File: config.mk
export PLATFORM = sky130hd
export DESIGN_NAME = relative_time_offset_parser_unit
export DESIGN_NICKNAME = d
export VERILOG_FILES = /design/src/rtl/core/rtop_pkg.sv /design/src/rtl/core/rtop_front.sv /design/src/rtl/core/rtop_queue.sv /design/src/rtl/core/rtop_back.sv /design/src/rtl/core/relative_time_offset_parser_unit.sv
export SDC_FILE = /design/constraint.sdc
export NUM_CORES = 2
export LEC_CHECK = 0
export BUFFER_PORTS_ARGS = -buffer_cell sky130_fd_sc_hd__buf_2
export CORE_UTILIZATION = 40
export DETAILED_ROUTE_END_ITERATION = 8
export PLACE_DENSITY = 0.54
export SLEW_MARGIN = 15
export SYNTH_ARGS = -nofsm -noshare
export SYNTH_HDL_FRONTEND = slang
export SYNTH_HIERARCHICAL = 1
export SYNTH_SLANG_ARGS = --single-unit
File: constraint.sdc
create_clock -name clk -period 27.4 [get_ports clk]
set_clock_uncertainty 0.15 [all_clocks]
set_input_delay 2.74 -clock clk [delete_from_list [all_inputs] [get_ports clk]]
set_output_delay 2.74 -clock clk [all_outputs]
set_load 0.05 [all_outputs]
File: src/rtl/core/rtop_pkg.sv
// ----------------------------------------------------------------------------
// rtop_pkg
// Shared types, widths, codes and constant tables of the relative time
// offset parser.
// ----------------------------------------------------------------------------
package rtop_pkg;

  localparam int INT_BITS    = 24;  // integer accumulator width
  localparam int FRAC_DIGITS = 6;   // fraction digits kept
  localparam int FRAC_BITS   = 8;   // fractional bits of the result

  localparam int CHAR_W   = 8;
  localparam int NOW_W    = 40;
  localparam int VAL_W    = 58;
  localparam int FACC_W   = 20;     // holds 10^FRAC_DIGITS - 1
  localparam int FDIG_W   = 3;
  localparam int UNIT_W   = 3;
  localparam int SCALE_W  = 25;     // holds 86400 * 365
  localparam int PROD_W   = INT_BITS + SCALE_W;
  localparam int DIVD_W   = 54;     // scaled fraction << FRAC_BITS plus half
  localparam int DIVS_W   = 20;     // holds 10^FRAC_DIGITS
  localparam int STATUS_W = 2;
  localparam int KIND_W   = 2;

  // Result status codes
  localparam logic [STATUS_W-1:0] ST_OK     = 2'd0;
  localparam logic [STATUS_W-1:0] ST_SYNTAX = 2'd1;
  localparam logic [STATUS_W-1:0] ST_SAT    = 2'd2;

  // Result kind codes
  localparam logic [KIND_W-1:0] KIND_NOW   = 2'd0;
  localparam logic [KIND_W-1:0] KIND_EPOCH = 2'd1;
  localparam logic [KIND_W-1:0] KIND_REL   = 2'd2;

  // Job class chosen by the front end
  localparam logic [1:0] OP_NOW   = 2'd0;
  localparam logic [1:0] OP_ERR   = 2'd1;
  localparam logic [1:0] OP_EPOCH = 2'd2;
  localparam logic [1:0] OP_REL   = 2'd3;

  // Unit codes
  localparam logic [UNIT_W-1:0] UNIT_S = 3'd0;
  localparam logic [UNIT_W-1:0] UNIT_MIN = 3'd1;
  localparam logic [UNIT_W-1:0] UNIT_H = 3'd2;
  localparam logic [UNIT_W-1:0] UNIT_D = 3'd3;
  localparam logic [UNIT_W-1:0] UNIT_MON = 3'd4;
  localparam logic [UNIT_W-1:0] UNIT_Y = 3'd5;

  typedef struct packed {
    logic [1:0]          op;
    logic                minus;
    logic                overflow;
    logic [INT_BITS-1:0] int_acc;
    logic [FACC_W-1:0]   frac_acc;
    logic [FDIG_W-1:0]   frac_digits;
    logic [UNIT_W-1:0]   unit;
    logic [NOW_W-1:0]    now;
  } job_t;

  function automatic logic [SCALE_W-1:0] unit_scale(input logic [UNIT_W-1:0] u);
    logic [SCALE_W-1:0] s;
    case (u)
      UNIT_S:   s = 25'd1;
      UNIT_MIN: s = 25'd60;
      UNIT_H:   s = 25'd3600;
      UNIT_D:   s = 25'd86400;
      UNIT_MON: s = 25'd2592000;
      UNIT_Y:   s = 25'd31536000;
      default:  s = 25'd1;
    endcase
    return s;
  endfunction

  function automatic logic [DIVS_W-1:0] pow10(input logic [FDIG_W-1:0] n);
    logic [DIVS_W-1:0] p;
    case (n)
      3'd0:    p = 20'd1;
      3'd1:    p = 20'd10;
      3'd2:    p = 20'd100;
      3'd3:    p = 20'd1000;
      3'd4:    p = 20'd10000;
      3'd5:    p = 20'd100000;
      3'd6:    p = 20'd1000000;
      default: p = 20'd1;
    endcase
    return p;
  endfunction

endpackage

File: src/rtl/core/rtop_front.sv
// ----------------------------------------------------------------------------
// rtop_front
// Takes one character per transaction, tracks the parse state and, on the
// end transaction, classifies the string and pushes one job.
// ----------------------------------------------------------------------------
module rtop_front (
  input  logic                           clk,
  input  logic                           rst,
  input  logic                           in_valid,
  output logic                           in_ready,
  input  logic [rtop_pkg::CHAR_W-1:0]    char_code,
  input  logic                           is_end,
  input  logic [rtop_pkg::NOW_W-1:0]     now_seconds,
  input  logic                           q_full,
  output logic                           push,
  output rtop_pkg::job_t                 push_job
);

  localparam logic [1:0] PH_NONE = 2'd0;
  localparam logic [1:0] PH_SIGN = 2'd1;
  localparam logic [1:0] PH_NUM  = 2'd2;
  localparam logic [1:0] PH_UNIT = 2'd3;

  localparam logic [1:0] SG_NONE  = 2'd0;
  localparam logic [1:0] SG_PLUS  = 2'd1;
  localparam logic [1:0] SG_MINUS = 2'd2;

  localparam logic [2:0] NM_FULL = 3'd3;
  localparam logic [2:0] NM_FAIL = 3'd4;

  localparam logic [7:0] CH_SPACE = 8'h20;
  localparam logic [7:0] CH_TAB   = 8'h09;
  localparam logic [7:0] CH_CR    = 8'h0D;
  localparam logic [7:0] CH_PLUS  = 8'h2B;
  localparam logic [7:0] CH_MINUS = 8'h2D;
  localparam logic [7:0] CH_DOT   = 8'h2E;
  localparam logic [7:0] CH_ZERO  = 8'h30;
  localparam logic [7:0] CH_NINE  = 8'h39;
  localparam logic [7:0] CH_N     = 8'h6E;
  localparam logic [7:0] CH_O     = 8'h6F;
  localparam logic [7:0] CH_W     = 8'h77;
  localparam logic [7:0] CH_S     = 8'h73;
  localparam logic [7:0] CH_M     = 8'h6D;
  localparam logic [7:0] CH_H     = 8'h68;
  localparam logic [7:0] CH_D     = 8'h64;
  localparam logic [7:0] CH_BIGM  = 8'h4D;
  localparam logic [7:0] CH_Y     = 8'h79;

  localparam logic [rtop_pkg::INT_BITS+3:0] INT_LIM =
    {4'b0, {rtop_pkg::INT_BITS{1'b1}}};

  logic [1:0]                        phase, phase_next;
  logic [1:0]                        sign_mode, sign_mode_next;
  logic                              in_fraction, in_fraction_next;
  logic [rtop_pkg::INT_BITS-1:0]     integer_acc, integer_acc_next;
  logic [rtop_pkg::FACC_W-1:0]       fraction_acc, fraction_acc_next;
  logic [rtop_pkg::FDIG_W-1:0]       fraction_digits, fraction_digits_next;
  logic [rtop_pkg::UNIT_W-1:0]       unit_code, unit_code_next;
  logic [2:0]                        now_match, now_match_next;
  logic                              error_flag, error_flag_next;
  logic                              overflow_flag, overflow_flag_next;

  logic                              accept;
  logic                              is_space, is_digit, is_sign, is_unit;
  logic [3:0]                        digit;
  logic [rtop_pkg::UNIT_W-1:0]       unit_val;
  logic [7:0]                        word_char;
  logic [rtop_pkg::INT_BITS+3:0]     int_prod;
  logic [rtop_pkg::FACC_W+3:0]       frac_prod;

  assign in_ready = !q_full;
  assign accept   = in_valid && in_ready;

  assign is_space = (char_code == CH_SPACE) || (char_code >= CH_TAB && char_code <= CH_CR);
  assign is_digit = (char_code >= CH_ZERO) && (char_code <= CH_NINE);
  assign is_sign  = (char_code == CH_PLUS) || (char_code == CH_MINUS);
  assign digit    = char_code[3:0];

  assign int_prod  = {4'b0, integer_acc} * (rtop_pkg::INT_BITS+4)'(10)
                     + {{rtop_pkg::INT_BITS{1'b0}}, digit};
  assign frac_prod = {4'b0, fraction_acc} * (rtop_pkg::FACC_W+4)'(10)
                     + {{rtop_pkg::FACC_W{1'b0}}, digit};

  always_comb begin
    is_unit  = 1'b1;
    unit_val = rtop_pkg::UNIT_S;
    case (char_code)
      CH_S:    unit_val = rtop_pkg::UNIT_S;
      CH_M:    unit_val = rtop_pkg::UNIT_MIN;
      CH_H:    unit_val = rtop_pkg::UNIT_H;
      CH_D:    unit_val = rtop_pkg::UNIT_D;
      CH_BIGM: unit_val = rtop_pkg::UNIT_MON;
      CH_Y:    unit_val = rtop_pkg::UNIT_Y;
      default: is_unit  = 1'b0;
    endcase
  end

  always_comb begin
    case (now_match)
      3'd0:    word_char = CH_N;
      3'd1:    word_char = CH_O;
      default: word_char = CH_W;
    endcase
  end

  // Next parse state for one character
  always_comb begin
    phase_next           = phase;
    sign_mode_next       = sign_mode;
    in_fraction_next     = in_fraction;
    integer_acc_next     = integer_acc;
    fraction_acc_next    = fraction_acc;
    fraction_digits_next = fraction_digits;
    unit_code_next       = unit_code;
    error_flag_next      = error_flag;
    overflow_flag_next   = overflow_flag;

    if (now_match < NM_FULL && char_code == word_char) begin
      now_match_next = now_match + 3'd1;
    end else begin
      now_match_next = NM_FAIL;
    end

    if (!error_flag) begin
      if (is_space) begin
        if (phase != PH_NONE) error_flag_next = 1'b1;
      end else if (is_sign) begin
        if (phase != PH_NONE) begin
          error_flag_next = 1'b1;
        end else begin
          phase_next     = PH_SIGN;
          sign_mode_next = (char_code == CH_PLUS) ? SG_PLUS : SG_MINUS;
        end
      end else if (is_digit) begin
        if (phase == PH_UNIT) begin
          error_flag_next = 1'b1;
        end else begin
          phase_next = PH_NUM;
          if (!in_fraction) begin
            if (int_prod > INT_LIM) begin
              integer_acc_next   = {rtop_pkg::INT_BITS{1'b1}};
              overflow_flag_next = 1'b1;
            end else begin
              integer_acc_next = int_prod[rtop_pkg::INT_BITS-1:0];
            end
          end else if (fraction_digits < rtop_pkg::FDIG_W'(rtop_pkg::FRAC_DIGITS)) begin
            fraction_acc_next    = frac_prod[rtop_pkg::FACC_W-1:0];
            fraction_digits_next = fraction_digits + 3'd1;
          end
        end
      end else if (char_code == CH_DOT) begin
        if (phase == PH_UNIT || in_fraction) begin
          error_flag_next = 1'b1;
        end else begin
          phase_next       = PH_NUM;
          in_fraction_next = 1'b1;
        end
      end else if (is_unit) begin
        if (phase == PH_UNIT) begin
          error_flag_next = 1'b1;
        end else begin
          phase_next     = PH_UNIT;
          unit_code_next = unit_val;
        end
      end else begin
        error_flag_next = 1'b1;
      end
    end
  end

  // Classify on the end transaction
  assign push = accept && is_end;

  always_comb begin
    push_job.minus       = (sign_mode == SG_MINUS);
    push_job.overflow    = overflow_flag;
    push_job.int_acc     = integer_acc;
    push_job.frac_acc    = fraction_acc;
    push_job.frac_digits = fraction_digits;
    push_job.unit        = unit_code;
    push_job.now         = now_seconds;
    if (now_match == NM_FULL) begin
      push_job.op = rtop_pkg::OP_NOW;
    end else if (error_flag || phase == PH_NONE || phase == PH_SIGN) begin
      push_job.op = rtop_pkg::OP_ERR;
    end else if (phase == PH_NUM && sign_mode == SG_NONE) begin
      push_job.op = rtop_pkg::OP_EPOCH;
    end else begin
      push_job.op = rtop_pkg::OP_REL;
    end
  end

  always_ff @(posedge clk) begin
    if (rst || push) begin
      phase           <= PH_NONE;
      sign_mode       <= SG_NONE;
      in_fraction     <= 1'b0;
      integer_acc     <= '0;
      fraction_acc    <= '0;
      fraction_digits <= '0;
      unit_code       <= rtop_pkg::UNIT_S;
      now_match       <= 3'd0;
      error_flag      <= 1'b0;
      overflow_flag   <= 1'b0;
    end else if (accept) begin
      phase           <= phase_next;
      sign_mode       <= sign_mode_next;
      in_fraction     <= in_fraction_next;
      integer_acc     <= integer_acc_next;
      fraction_acc    <= fraction_acc_next;
      fraction_digits <= fraction_digits_next;
      unit_code       <= unit_code_next;
      now_match       <= now_match_next;
      error_flag      <= error_flag_next;
      overflow_flag   <= overflow_flag_next;
    end
  end

endmodule

File: src/rtl/core/rtop_queue.sv
// ----------------------------------------------------------------------------
// rtop_queue
// Two-entry job queue between the parser front end and the evaluator.
// ----------------------------------------------------------------------------
module rtop_queue (
  input  logic           clk,
  input  logic           rst,
  input  logic           push,
  input  rtop_pkg::job_t push_job,
  output logic           full,
  output logic           head_valid,
  output rtop_pkg::job_t head_job,
  input  logic           pop
);

  rtop_pkg::job_t entries [2];
  logic           wr_ptr;
  logic           rd_ptr;
  logic [1:0]     count;

  assign full       = (count == 2'd2);
  assign head_valid = (count != 2'd0);
  assign head_job   = entries[rd_ptr];

  always_ff @(posedge clk) begin
    if (push) begin
      entries[wr_ptr] <= push_job;
    end
  end

  always_ff @(posedge clk) begin
    if (rst) begin
      wr_ptr <= 1'b0;
      rd_ptr <= 1'b0;
      count  <= 2'd0;
    end else begin
      if (push) wr_ptr <= !wr_ptr;
      if (pop)  rd_ptr <= !rd_ptr;
      case ({push, pop})
        2'b10:   count <= count + 2'd1;
        2'b01:   count <= count - 2'd1;
        default: count <= count;
      endcase
    end
  end

  a_no_push_full: assert property (@(posedge clk) disable iff (rst) push |-> !full)
    else $error("job pushed into a full queue");
  a_no_pop_empty: assert property (@(posedge clk) disable iff (rst) pop |-> head_valid)
    else $error("job popped from an empty queue");
  a_count_range: assert property (@(posedge clk) disable iff (rst) count != 2'd3)
    else $error("queue count out of range");
  a_count_step: assert property (@(posedge clk) disable iff (rst)
    (push && !pop) |=> (count == $past(count) + 2'd1))
    else $error("queue count did not advance on push");

endmodule

File: src/rtl/core/rtop_back.sv
// ----------------------------------------------------------------------------
// rtop_back
// Evaluates one job: shared multiplier for the unit scaling, bit-serial
// divider for the decimal fraction, then sum, clamp and output register.
// ----------------------------------------------------------------------------
module rtop_back (
  input  logic                                clk,
  input  logic                                rst,
  input  logic                                head_valid,
  input  rtop_pkg::job_t                      head_job,
  output logic                                pop,
  output logic                                out_valid,
  input  logic                                out_ready,
  output logic signed [rtop_pkg::VAL_W-1:0]   time_value,
  output logic [rtop_pkg::STATUS_W-1:0]       status,
  output logic [rtop_pkg::KIND_W-1:0]         kind
);

  localparam logic [2:0] S_IDLE     = 3'd0;
  localparam logic [2:0] S_MUL_INT  = 3'd1;
  localparam logic [2:0] S_MUL_FRAC = 3'd2;
  localparam logic [2:0] S_DIV      = 3'd3;
  localparam logic [2:0] S_SUM      = 3'd4;
  localparam logic [2:0] S_DONE     = 3'd5;

  localparam int MAG_W = 60;
  localparam int R_W   = 61;
  localparam int CNT_W = 6;

  localparam logic [MAG_W-1:0] MAG_CAP = {2'b01, 58'b0};
  localparam logic signed [R_W-1:0] R_MAX = {4'b0000, {57{1'b1}}};
  localparam logic signed [R_W-1:0] R_MIN = {4'b1111, 57'b0};

  logic [2:0]                          state;
  rtop_pkg::job_t                      job;
  logic [rtop_pkg::PROD_W-1:0]         ip;
  logic [rtop_pkg::DIVS_W-1:0]         divisor;
  logic [rtop_pkg::DIVS_W-1:0]         rem;
  logic [rtop_pkg::DIVD_W-1:0]         quo;
  logic [CNT_W-1:0]                    div_cnt;
  logic signed [rtop_pkg::VAL_W-1:0]   res_value;
  logic [rtop_pkg::STATUS_W-1:0]       res_status;
  logic [rtop_pkg::KIND_W-1:0]         res_kind;

  logic [rtop_pkg::SCALE_W-1:0]        scale;
  logic [rtop_pkg::INT_BITS-1:0]       mul_a;
  logic [rtop_pkg::PROD_W-1:0]         mul_p;
  logic [rtop_pkg::DIVS_W-1:0]         div_sel;
  logic [rtop_pkg::DIVD_W-1:0]         dividend;
  logic [rtop_pkg::DIVS_W:0]           trial;
  logic [MAG_W-1:0]                    mag, mag_sat;
  logic [R_W-1:0]                      base, r;
  logic                                load_out;

  assign scale = rtop_pkg::unit_scale(job.unit);
  assign mul_a = (state == S_MUL_INT) ? job.int_acc
               : {{(rtop_pkg::INT_BITS-rtop_pkg::FACC_W){1'b0}}, job.frac_acc};
  assign mul_p = {{rtop_pkg::SCALE_W{1'b0}}, mul_a} * {{rtop_pkg::INT_BITS{1'b0}}, scale};

  // Fraction scaled by 2^FRAC_BITS, biased by half the divisor for rounding
  assign div_sel  = rtop_pkg::pow10(job.frac_digits);
  assign dividend = {mul_p[rtop_pkg::DIVD_W-rtop_pkg::FRAC_BITS-2:0], {rtop_pkg::FRAC_BITS{1'b0}},
                     1'b0}[rtop_pkg::DIVD_W:1]
                    + {{(rtop_pkg::DIVD_W-rtop_pkg::DIVS_W+1){1'b0}},
                       div_sel[rtop_pkg::DIVS_W-1:1]};

  assign trial = {rem, quo[rtop_pkg::DIVD_W-1]} - {1'b0, divisor};

  assign mag = {3'b0, ip, {rtop_pkg::FRAC_BITS{1'b0}}} + {6'b0, quo};
  assign mag_sat = (mag > MAG_CAP) ? MAG_CAP : mag;
  assign base = {13'b0, job.now, {rtop_pkg::FRAC_BITS{1'b0}}};
  assign r = job.minus ? (base - {1'b0, mag_sat}) : (base + {1'b0, mag_sat});

  assign pop      = (state == S_IDLE) && head_valid;
  assign load_out = (state == S_DONE) && (!out_valid || out_ready);

  always_ff @(posedge clk) begin
    if (rst) begin
      state <= S_IDLE;
    end else begin
      case (state)
        S_IDLE: begin
          if (head_valid) begin
            state <= (head_job.op == rtop_pkg::OP_REL) ? S_MUL_INT : S_DONE;
          end
        end
        S_MUL_INT:  state <= S_MUL_FRAC;
        S_MUL_FRAC: state <= S_DIV;
        S_DIV: begin
          if (div_cnt == CNT_W'(1)) state <= S_SUM;
        end
        S_SUM: state <= S_DONE;
        S_DONE: begin
          if (load_out) state <= S_IDLE;
        end
        default: state <= S_IDLE;
      endcase
    end
  end

  // Datapath registers
  always_ff @(posedge clk) begin
    case (state)
      S_IDLE: begin
        job <= head_job;
        case (head_job.op)
          rtop_pkg::OP_NOW: begin
            res_value  <= {10'b0, head_job.now, {rtop_pkg::FRAC_BITS{1'b0}}};
            res_status <= rtop_pkg::ST_OK;
            res_kind   <= rtop_pkg::KIND_NOW;
          end
          rtop_pkg::OP_EPOCH: begin
            res_value  <= {26'b0, head_job.int_acc, {rtop_pkg::FRAC_BITS{1'b0}}};
            res_status <= head_job.overflow ? rtop_pkg::ST_SAT : rtop_pkg::ST_OK;
            res_kind   <= rtop_pkg::KIND_EPOCH;
          end
          default: begin
            res_value  <= '0;
            res_status <= rtop_pkg::ST_SYNTAX;
            res_kind   <= rtop_pkg::KIND_NOW;
          end
        endcase
      end
      S_MUL_INT: ip <= mul_p;
      S_MUL_FRAC: begin
        divisor <= div_sel;
        rem     <= '0;
        quo     <= dividend;
        div_cnt <= CNT_W'(rtop_pkg::DIVD_W);
      end
      S_DIV: begin
        if (!trial[rtop_pkg::DIVS_W]) begin
          rem <= trial[rtop_pkg::DIVS_W-1:0];
        end else begin
          rem <= {rem[rtop_pkg::DIVS_W-2:0], quo[rtop_pkg::DIVD_W-1]};
        end
        quo     <= {quo[rtop_pkg::DIVD_W-2:0], !trial[rtop_pkg::DIVS_W]};
        div_cnt <= div_cnt - CNT_W'(1);
      end
      S_SUM: begin
        res_kind <= rtop_pkg::KIND_REL;
        if ($signed(r) > R_MAX) begin
          res_value  <= R_MAX[rtop_pkg::VAL_W-1:0];
          res_status <= rtop_pkg::ST_SAT;
        end else if ($signed(r) < R_MIN) begin
          res_value  <= R_MIN[rtop_pkg::VAL_W-1:0];
          res_status <= rtop_pkg::ST_SAT;
        end else begin
          res_value  <= r[rtop_pkg::VAL_W-1:0];
          res_status <= job.overflow ? rtop_pkg::ST_SAT : rtop_pkg::ST_OK;
        end
      end
      default: begin
      end
    endcase
  end

  // Output register
  always_ff @(posedge clk) begin
    if (rst) begin
      out_valid <= 1'b0;
    end else if (load_out) begin
      out_valid <= 1'b1;
    end else if (out_ready) begin
      out_valid <= 1'b0;
    end
  end

  always_ff @(posedge clk) begin
    if (load_out) begin
      time_value <= res_value;
      status     <= res_status;
      kind       <= res_kind;
    end
  end

  a_div_count: assert property (@(posedge clk) disable iff (rst)
    (state == S_DIV) |-> (div_cnt != '0))
    else $error("divider running with zero step count");
  a_rem_bound: assert property (@(posedge clk) disable iff (rst)
    (state == S_DIV) |-> (rem < divisor))
    else $error("divider remainder not below divisor");
  a_pop_idle: assert property (@(posedge clk) disable iff (rst)
    pop |=> (state == S_MUL_INT || state == S_DONE))
    else $error("job taken without starting evaluation");

endmodule

File: src/rtl/core/relative_time_offset_parser_unit.sv
// ----------------------------------------------------------------------------
// relative_time_offset_parser_unit
// Parses an expiry string ("now", an epoch number, or a signed offset with
// optional fraction and unit) and gives the resulting time in fixed point.
// ----------------------------------------------------------------------------
//
// Channel   Handshake               Payload
// input     in_valid / in_ready     char_code, is_end, now_seconds
// output    out_valid / out_ready   time_value, status, kind
//
// Character transactions are absorbed by the front end; they give no result.
// An end transaction pushes one job into a two-entry queue. A "now", epoch or
// error job goes from the evaluator's idle state to its final state and then
// into the output register; a relative job first passes the shared multiplier
// (two passes), the bit-serial fraction divider (54 steps) and the sum and
// clamp. in_ready drops only while the queue holds two jobs; a stalled output
// holds the evaluator in its final state. Reset clears all parse state, the
// queue and the output valid; no clearing pass is needed.
//
module relative_time_offset_parser_unit (
  input  logic                                clk,
  input  logic                                rst,
  input  logic                                in_valid,
  output logic                                in_ready,
  input  logic [rtop_pkg::CHAR_W-1:0]         char_code,
  input  logic                                is_end,
  input  logic [rtop_pkg::NOW_W-1:0]          now_seconds,
  output logic                                out_valid,
  input  logic                                out_ready,
  output logic signed [rtop_pkg::VAL_W-1:0]   time_value,
  output logic [rtop_pkg::STATUS_W-1:0]       status,
  output logic [rtop_pkg::KIND_W-1:0]         kind
);

  logic           q_full;
  logic           push;
  rtop_pkg::job_t push_job;
  logic           head_valid;
  rtop_pkg::job_t head_job;
  logic           pop;

  // Front end: accumulate characters, classify on the end transaction
  rtop_front u_front (
    .clk         (clk),
    .rst         (rst),
    .in_valid    (in_valid),
    .in_ready    (in_ready),
    .char_code   (char_code),
    .is_end      (is_end),
    .now_seconds (now_seconds),
    .q_full      (q_full),
    .push        (push),
    .push_job    (push_job)
  );

  // Decouple the parser from the evaluator
  rtop_queue u_queue (
    .clk        (clk),
    .rst        (rst),
    .push       (push),
    .push_job   (push_job),
    .full       (q_full),
    .head_valid (head_valid),
    .head_job   (head_job),
    .pop        (pop)
  );

  // Back end: scale, divide, sum, clamp and hold the result
  rtop_back u_back (
    .clk        (clk),
    .rst        (rst),
    .head_valid (head_valid),
    .head_job   (head_job),
    .pop        (pop),
    .out_valid  (out_valid),
    .out_ready  (out_ready),
    .time_value (time_value),
    .status     (status),
    .kind       (kind)
  );

endmodule

### Word level (Yosys, flattened, before mapping)

Memories as Yosys holds them, arrays and structs flattened. A register that Yosys moved wholly into a read port is not among the register bits.
Cells that the tools add are included.

* add/sub/neg operators: 11
* $mul: 3
* $lt $le $gt $ge: 10
* eq/ne operators: 46
* mux-type cells: 59
* bitwise logic cells: 9
* reduce and logical (&&, ||, !) cells: 41

Operators by type and width (count)
* 25-bit one-hot mux with 5 select lines: 1
* 20-bit one-hot mux with 6 select lines: 1
* 58-bit two-way mux: 2
* 58-bit one-hot mux with 2 select lines: 1
* 48-bit one-hot mux with 2 select lines: 1
* 48-bit by 60-bit adder with 61-bit output: 1
* 61-bit by 58-bit greater-than comparator with 1-bit output (second input constant): 1
* 61-bit by 58-bit less-than comparator with 1-bit output (second input constant): 1
* 61-bit two-way mux: 1
* 48-bit by 60-bit subtractor with 61-bit output: 1
* 60-bit by 59-bit greater-than comparator with 1-bit output (second input constant): 1
* 60-bit two-way mux: 1
* 57-bit by 54-bit adder with 58-bit output: 1
* 54-bit two-way mux: 1
* 24-bit by 25-bit multiplier with 49-bit output: 1
* 8-bit by 7-bit equality test with 1-bit output (second input constant): 6
* 24-bit two-way mux: 2
* 20-bit one-hot mux with 2 select lines: 1
* 8-bit by 6-bit equality test with 1-bit output (second input constant): 4
* 8-bit AND reduction: 4
* 2-bit two-way mux: 15
* 28-bit by 4-bit adder with 28-bit output: 1
* 28-bit by 24-bit greater-than comparator with 1-bit output (second input constant): 1
* 24-bit by 3-bit multiplier with 27-bit output (second input constant): 1
* 45 further kinds: 128

* register bits: 433
* memory bits (writable): 188
* input bits: 53
* output and inout port bits: 64
* word-level logic and storage cells: 213
* memories: 1

Memories
* u_queue.entries: depth 2, width 94, read ports 1, clocked after Yosys merged registers in 1, write ports 1, RTL line rtop_queue.sv:16 `rtop_pkg::job_t entries [2];`

### Logic depth before layout (Yosys ltp)

* depth in word-level cells: 9
* gate-level depth with buffers: 35
* gate-level depth less buffers: 34

### Hierarchy

Netlist, hierarchy kept.

Modules (own cells, without submodules)
* rtop_back: instances 1, cells an instance 3946, area each 38961.1 um^2, sequential area each 10860.4 um^2
* rtop_queue: instances 1, cells an instance 314, area each 7001.7 um^2, sequential area each 5745.5 um^2
* rtop_front: instances 1, cells an instance 782, area each 6497.5 um^2, sequential area each 1201.2 um^2

### Worst setup path after synthesis

Ideal clock, no wire load.

* path kind: flip-flop to flip-flop
* start: register u_back.state[0]
* end: register u_back/ip[47] in the netlist's numbering (data pin)
* library setup time: 0.265 ns
* arrival time: 9.949 ns
* required time: 26.985 ns
* setup slack: 17.036 ns
* stages on the path, launching flop included: 28
* buffers on the path: 4
* clock period less this slack: 10.364 ns
* cells stage by stage: dfxtp_1 > clkbuf_1 > nor3b_1 > clkbuf_1 > buf_1 > clkbuf_1 > nand3_1 > fa_1 > fa_1 > fa_1 > inv_1 > fa_1 > fa_1 > fa_1 > fa_1 > ha_1 > inv_1 > nor3_1 > a31o_2 > a21oi_1 > o21ai_0 > a31o_2 > o41a_1 > a221o_1 > nor3b_1 > o41ai_1 > o21ai_0 > xor2_1

* longest elaborated chain between the ends: 3

RTL lines
* start: declaration: RTL line rtop_back.sv:34 `logic [2:0] state;`
* start signal: assignment: RTL line rtop_back.sv:84 `state <= (head_job.op == rtop_pkg::OP_REL) ? S_MUL_INT : S_DONE;`
* 3-bit by 1-bit equality test with 1-bit output: RTL line rtop_back.sv:56 `assign mul_a = (state == S_MUL_INT) ? job.int_acc`
* 24-bit two-way mux: RTL line rtop_back.sv:56
* 24-bit by 25-bit multiplier with 49-bit output: RTL line rtop_back.sv:58 `assign mul_p = {{rtop_pkg::SCALE_W{1'b0}}, mul_a} * {{rtop_pkg::INT_BITS{1'b0}}, scale};`
* via u_back.mul_p, one bit: RTL line rtop_back.sv:47 `logic [rtop_pkg::PROD_W-1:0] mul_p;`
* end signal: assignment: RTL line rtop_back.sv:124 `S_MUL_INT: ip <= mul_p;`
* end: declaration: RTL line rtop_back.sv:36 `logic [rtop_pkg::PROD_W-1:0] ip;`

The timed path passes the listed nets, and every way through them passes these cells.
A chain may end at the register's enable or synchronous reset.

### Worst setup path after layout

Ends and elaborated chain as after synthesis.

==> qor.csv <==
stage,metric,value,unit
setup_path,slowest stage cell on the critical path,sky130_fd_sc_hd__mux2i_1,
yosys,synthesized instance count,5042,
final_layout,layout cell share with drive strength beyond 1,9.32,%
yosys,Adder-Cell Fraction of Synth Area,27.9,%
timing,Period minus WS final,11.54,ns
clock_network,H-tree depth,3,
timing,Worst slew margin,23.7,%
placement,total of buffers placed on input and output ports,116,
yosys,post-synthesis sequential element count,616,
outcome,status,completed,
final_layout,filler-free cell count of the finished design,6861,
setup_path,Worst path max stage delay,0.94,ns
yosys,dominant synthesized flop cell,sky130_fd_sc_hd__edfxtp_1,
yosys,complex-gate fraction of the synthesized area,12.2,%
placement,worst slack at placement,15.91,ns
drt,via-per-instance ratio,5.31,
placement,number of cells in the design after placement,6733,
drt,routed vias,36427,
global_route,antenna violations before repair,2,
timing,fraction of the cycle the final worst path needs,42.1,%
yosys,yosys warns,6,
setup_path,data arrival time of the worst path,11.74,ns
drt,remaining design rule violation count,0,
timing,max-slew violation count,0,
setup_path,Crit Path Category,flip-flop to flip-flop,
timing,"Hold Vio Cnt, Final",0,
clock_network,Post-CTS Setup Inserts,0,
yosys,main combinational cell family by area after synthesis,adder cells,
floorplan,number of placement rows,132,
final_layout,Area Growth Syn to Fin,8.21,%
clock_network,CTS Root Cell,sky130_fd_sc_hd__clkbuf_16,
clock_network,number of sinks driven by the clock tree,616,
drt,average detailed-routed wire length per instance,20.7,um
timing,Finish-stage setup viols,0,
yosys,multiplexer area fraction after synthesis,3.92,%
placement,gpl congestion,0.943,
timing,final-layout setup total negative slack,0,ns
floorplan,Std-Cell Core Area,130000,um^2
floorplan,die span in y,364,um
yosys,netlist area before placement,52500,um^2
clock_network,CTS resizes,0,
timing,final worst slack,15.86,ns
clock_network,CTS tree,done,
clock_network,number of buffers created by CTS,69,
min_path,Hold/Removal Path Class,flip-flop to flip-flop,
clock_network,later-pin clock latency in the skew report,0.65,ns
final_layout,Filler cells,12584,
timing,RSZ-0062 raised after global routing,false,
drt,DRT Pass-1 Iters,5,
drt,initial DRC count,2475,
final_layout,final net count,6033,
yosys,nets in the synthesized netlist,6013,
floorplan,effective utilization at floorplan,40.4,%
setup_path,"Max FO, Critical Path",55,
placement,placed wire-length estimate after detailed placement,114000,um
global_route,maximum number of pins on one net before global-route repair,82,
floorplan,count of boundary I/O pins,117,
clock_network,number of hold buffers added after cts,0,
timing,transition time at the pin with the least slew margin,1.14,ns
setup_path,Crit. End Element,flip-flop,
global_route,wire length of the first global-routing pass,220000,um
drt,remaining number of nets flagged by the antenna check after routing,0,
final_layout,final core area utilization,43.7,%
yosys,xor/xnor cell area share of the yosys netlist,3.95,%
global_route,vias in the first global route,36424,
yosys,count of unique library cells instantiated by Yosys,111,
yosys,Synth Area in Simple Gates,10.3,%
timing,maximum clock rate,0.0867,GHz
setup_path,Startpoint Class,flip-flop,
setup_path,library cell appearing most often on the critical path,sky130_fd_sc_hd__fa_1,
global_route,total overflow reported by the global router,0,
floorplan,DIE AREA,133000,um^2
run,max_cap viols,0,
drt,sum of routed wire length over all layers,142000,um
yosys,syn avg cell area,10.4,um^2
yosys,number of flops mapped to enable cells by yosys,547,
clock_network,clock-pin slew on the worst setup and hold paths,0.06,ns
yosys,"FFs w/ async S/R, synth",0,%
clock_network,Longest Clk Path Bufs,3,
setup_path,required time of the critical path,27.60,ns
floorplan,floorplan die width,364,um
global_route,combined global-route utilization of all metal layers,21.7,%
yosys,portion of the post-synthesis area used by sequential elements,33.9,%
## synth_stat cells (22+ instances only)
cell type | instances | area share [%]
sky130_fd_sc_hd__ha_1 | 501 | 12
sky130_fd_sc_hd__nand4_1 | 46 | 0.55
sky130_fd_sc_hd__edfxtp_1 | 547 | 31
sky130_fd_sc_hd__and3_1 | 30 | 0.36
sky130_fd_sc_hd__a211oi_1 | 43 | 0.62
sky130_fd_sc_hd__nand2_1 | 272 | 1.9
sky130_fd_sc_hd__o21ai_1 | 25 | 0.24
sky130_fd_sc_hd__clkbuf_1 | 112 | 0.80
sky130_fd_sc_hd__nand2b_1 | 39 | 0.47
sky130_fd_sc_hd__fa_1 | 417 | 16
sky130_fd_sc_hd__inv_1 | 790 | 5.7
sky130_fd_sc_hd__o21bai_1 | 39 | 0.56
sky130_fd_sc_hd__nand3_1 | 72 | 0.69
sky130_fd_sc_hd__xor2_1 | 76 | 1.3
sky130_fd_sc_hd__dfxtp_1 | 69 | 2.6
sky130_fd_sc_hd__a21oi_1 | 250 | 2.4
sky130_fd_sc_hd__nor2b_1 | 47 | 0.56
sky130_fd_sc_hd__a31oi_1 | 39 | 0.47
sky130_fd_sc_hd__mux2_2 | 113 | 2.4
sky130_fd_sc_hd__o21a_1 | 38 | 0.54
sky130_fd_sc_hd__nor4_1 | 22 | 0.26
sky130_fd_sc_hd__buf_4 | 44 | 0.63
sky130_fd_sc_hd__nor2_1 | 386 | 2.8
sky130_fd_sc_hd__and2_1 | 46 | 0.55
sky130_fd_sc_hd__nor3_1 | 71 | 0.68
sky130_fd_sc_hd__a21o_1 | 93 | 1.3
sky130_fd_sc_hd__o21ai_0 | 190 | 1.8
sky130_fd_sc_hd__mux2i_1 | 77 | 1.5
sky130_fd_sc_hd__xnor2_1 | 159 | 2.7
sky130_fd_sc_hd__buf_2 | 24 | 0.23
## layout make-up
type	instances	area, um^2	area share [%]
Clock buffer	89	1960	3.45
Multi-Input combinational cell	3431	30700	54.0
Timing Repair Buffer	153	858	1.51
Inverter	791	2970	5.23
Antenna cell	2	5.00	0.00882
Tap cell	1742	2180	3.84
Clock inverter	37	328	0.577
Sequential cell	616	17800	31.4
## worst paths after layout
path	startpoint	end	slack, ns	cells past startpoint
min	u_back/res_value[34]	u_back/time_value[34]	0.26	0
max	u_back/state[0]	u_back/ip[47]	15.86	30
max reg2reg	u_back/state[0]	u_back/ip[47]	15.86	30
min reg2reg	u_back/res_value[34]	u_back/time_value[34]	0.26	0
## worst max-delay path, delay by kind of cell, from the launching register on
kind	cells	cell delay, ns
multiplexers	1	0.94
AND/OR/NAND/NOR	3	1.32
flip-flops	1	0.56
AO/OA/AOI/OAI	11	2.46
XOR/XNOR	1	0.16
adder cells (fa/ha/maj)	8	4.09
buffers and inverters	6	1.50
## metal layers
metal	vias to the layer above	GRT usage [%]	part of all wire, %
met3	155	3.06	5.6
met2	962	33.6	44
met4	0	5.41	2.5
li1	17320	-	-
met1	17990	31.6	47
met5	-	0	0
## stage by stage
step | cell area [um^2] | hold slack [ns]
detailed placement | 54500 | 0.255
finish | 56800 | 0.255
global placement | 54500 | 0.251
floorplan | 52500 | 0.250
CTS | 56800 | 0.248
global route | 56800 | 0.259
## cell usage in the layout (no fill, tap or decap), types with 15 or more instances in the layout
| master | count |
|---|---|
| sky130_fd_sc_hd__a211oi_1 | 43 |
| sky130_fd_sc_hd__a21o_1 | 93 |
| sky130_fd_sc_hd__a21oi_1 | 249 |
| sky130_fd_sc_hd__a22oi_1 | 15 |
| sky130_fd_sc_hd__a31oi_1 | 39 |
| sky130_fd_sc_hd__a31oi_2 | 18 |
| sky130_fd_sc_hd__and2_1 | 45 |
| sky130_fd_sc_hd__and3_1 | 30 |
| sky130_fd_sc_hd__buf_2 | 116 |
| sky130_fd_sc_hd__buf_4 | 37 |
| sky130_fd_sc_hd__clkbuf_16 | 74 |
| sky130_fd_sc_hd__dfxtp_1 | 68 |
| sky130_fd_sc_hd__edfxtp_1 | 547 |
| sky130_fd_sc_hd__fa_1 | 417 |
| sky130_fd_sc_hd__ha_1 | 501 |
| sky130_fd_sc_hd__inv_1 | 790 |
| sky130_fd_sc_hd__mux2_2 | 113 |
| sky130_fd_sc_hd__mux2i_1 | 77 |
| sky130_fd_sc_hd__nand2_1 | 272 |
| sky130_fd_sc_hd__nand2b_1 | 39 |
| sky130_fd_sc_hd__nand3_1 | 72 |
| sky130_fd_sc_hd__nand4_1 | 46 |
| sky130_fd_sc_hd__nor2_1 | 382 |
| sky130_fd_sc_hd__nor2b_1 | 46 |
| sky130_fd_sc_hd__nor3_1 | 68 |
| sky130_fd_sc_hd__nor3b_1 | 16 |
| sky130_fd_sc_hd__nor4_1 | 22 |
| sky130_fd_sc_hd__o211ai_1 | 21 |
| sky130_fd_sc_hd__o21a_1 | 38 |
| sky130_fd_sc_hd__o21ai_0 | 190 |
| sky130_fd_sc_hd__o21ai_1 | 25 |
| sky130_fd_sc_hd__o21bai_1 | 39 |
| sky130_fd_sc_hd__o31ai_1 | 19 |
| sky130_fd_sc_hd__or3_1 | 16 |
| sky130_fd_sc_hd__xnor2_1 | 159 |
| sky130_fd_sc_hd__xor2_1 | 75 |
## cells by family (layout without fill, tap and decap cells)
kind of cell / Yosys count / after routing
adders and majority gates: 919 / 919
and+or+nand+nor: 1129 / 1129
muxes: 191 / 191
buffers and inverters: 995 / 1070
DFF: 616 / 616
AOI/OAI and AO/OA: 956 / 956
xor gates and xnor gates: 236 / 236
other: 0 / 2
## flip-flops by register name, indices dropped and copies added, names as in the netlist, 6 cells and up, named ones only
signal	count
u_back/base	40
u_back/div_cnt	6
u_back/divisor	14
u_back/ip	49
u_back/job	52
u_back/quo	54
u_back/rem	20
u_back/res_value	58
u_back/time_value	58
u_front/fraction_acc	20
u_front/integer_acc	24
u_queue/entries	188
Power is left out: the tool's default activity adds up to more than one toggle a clock period on the data nets, which glitch-free logic cannot reach.
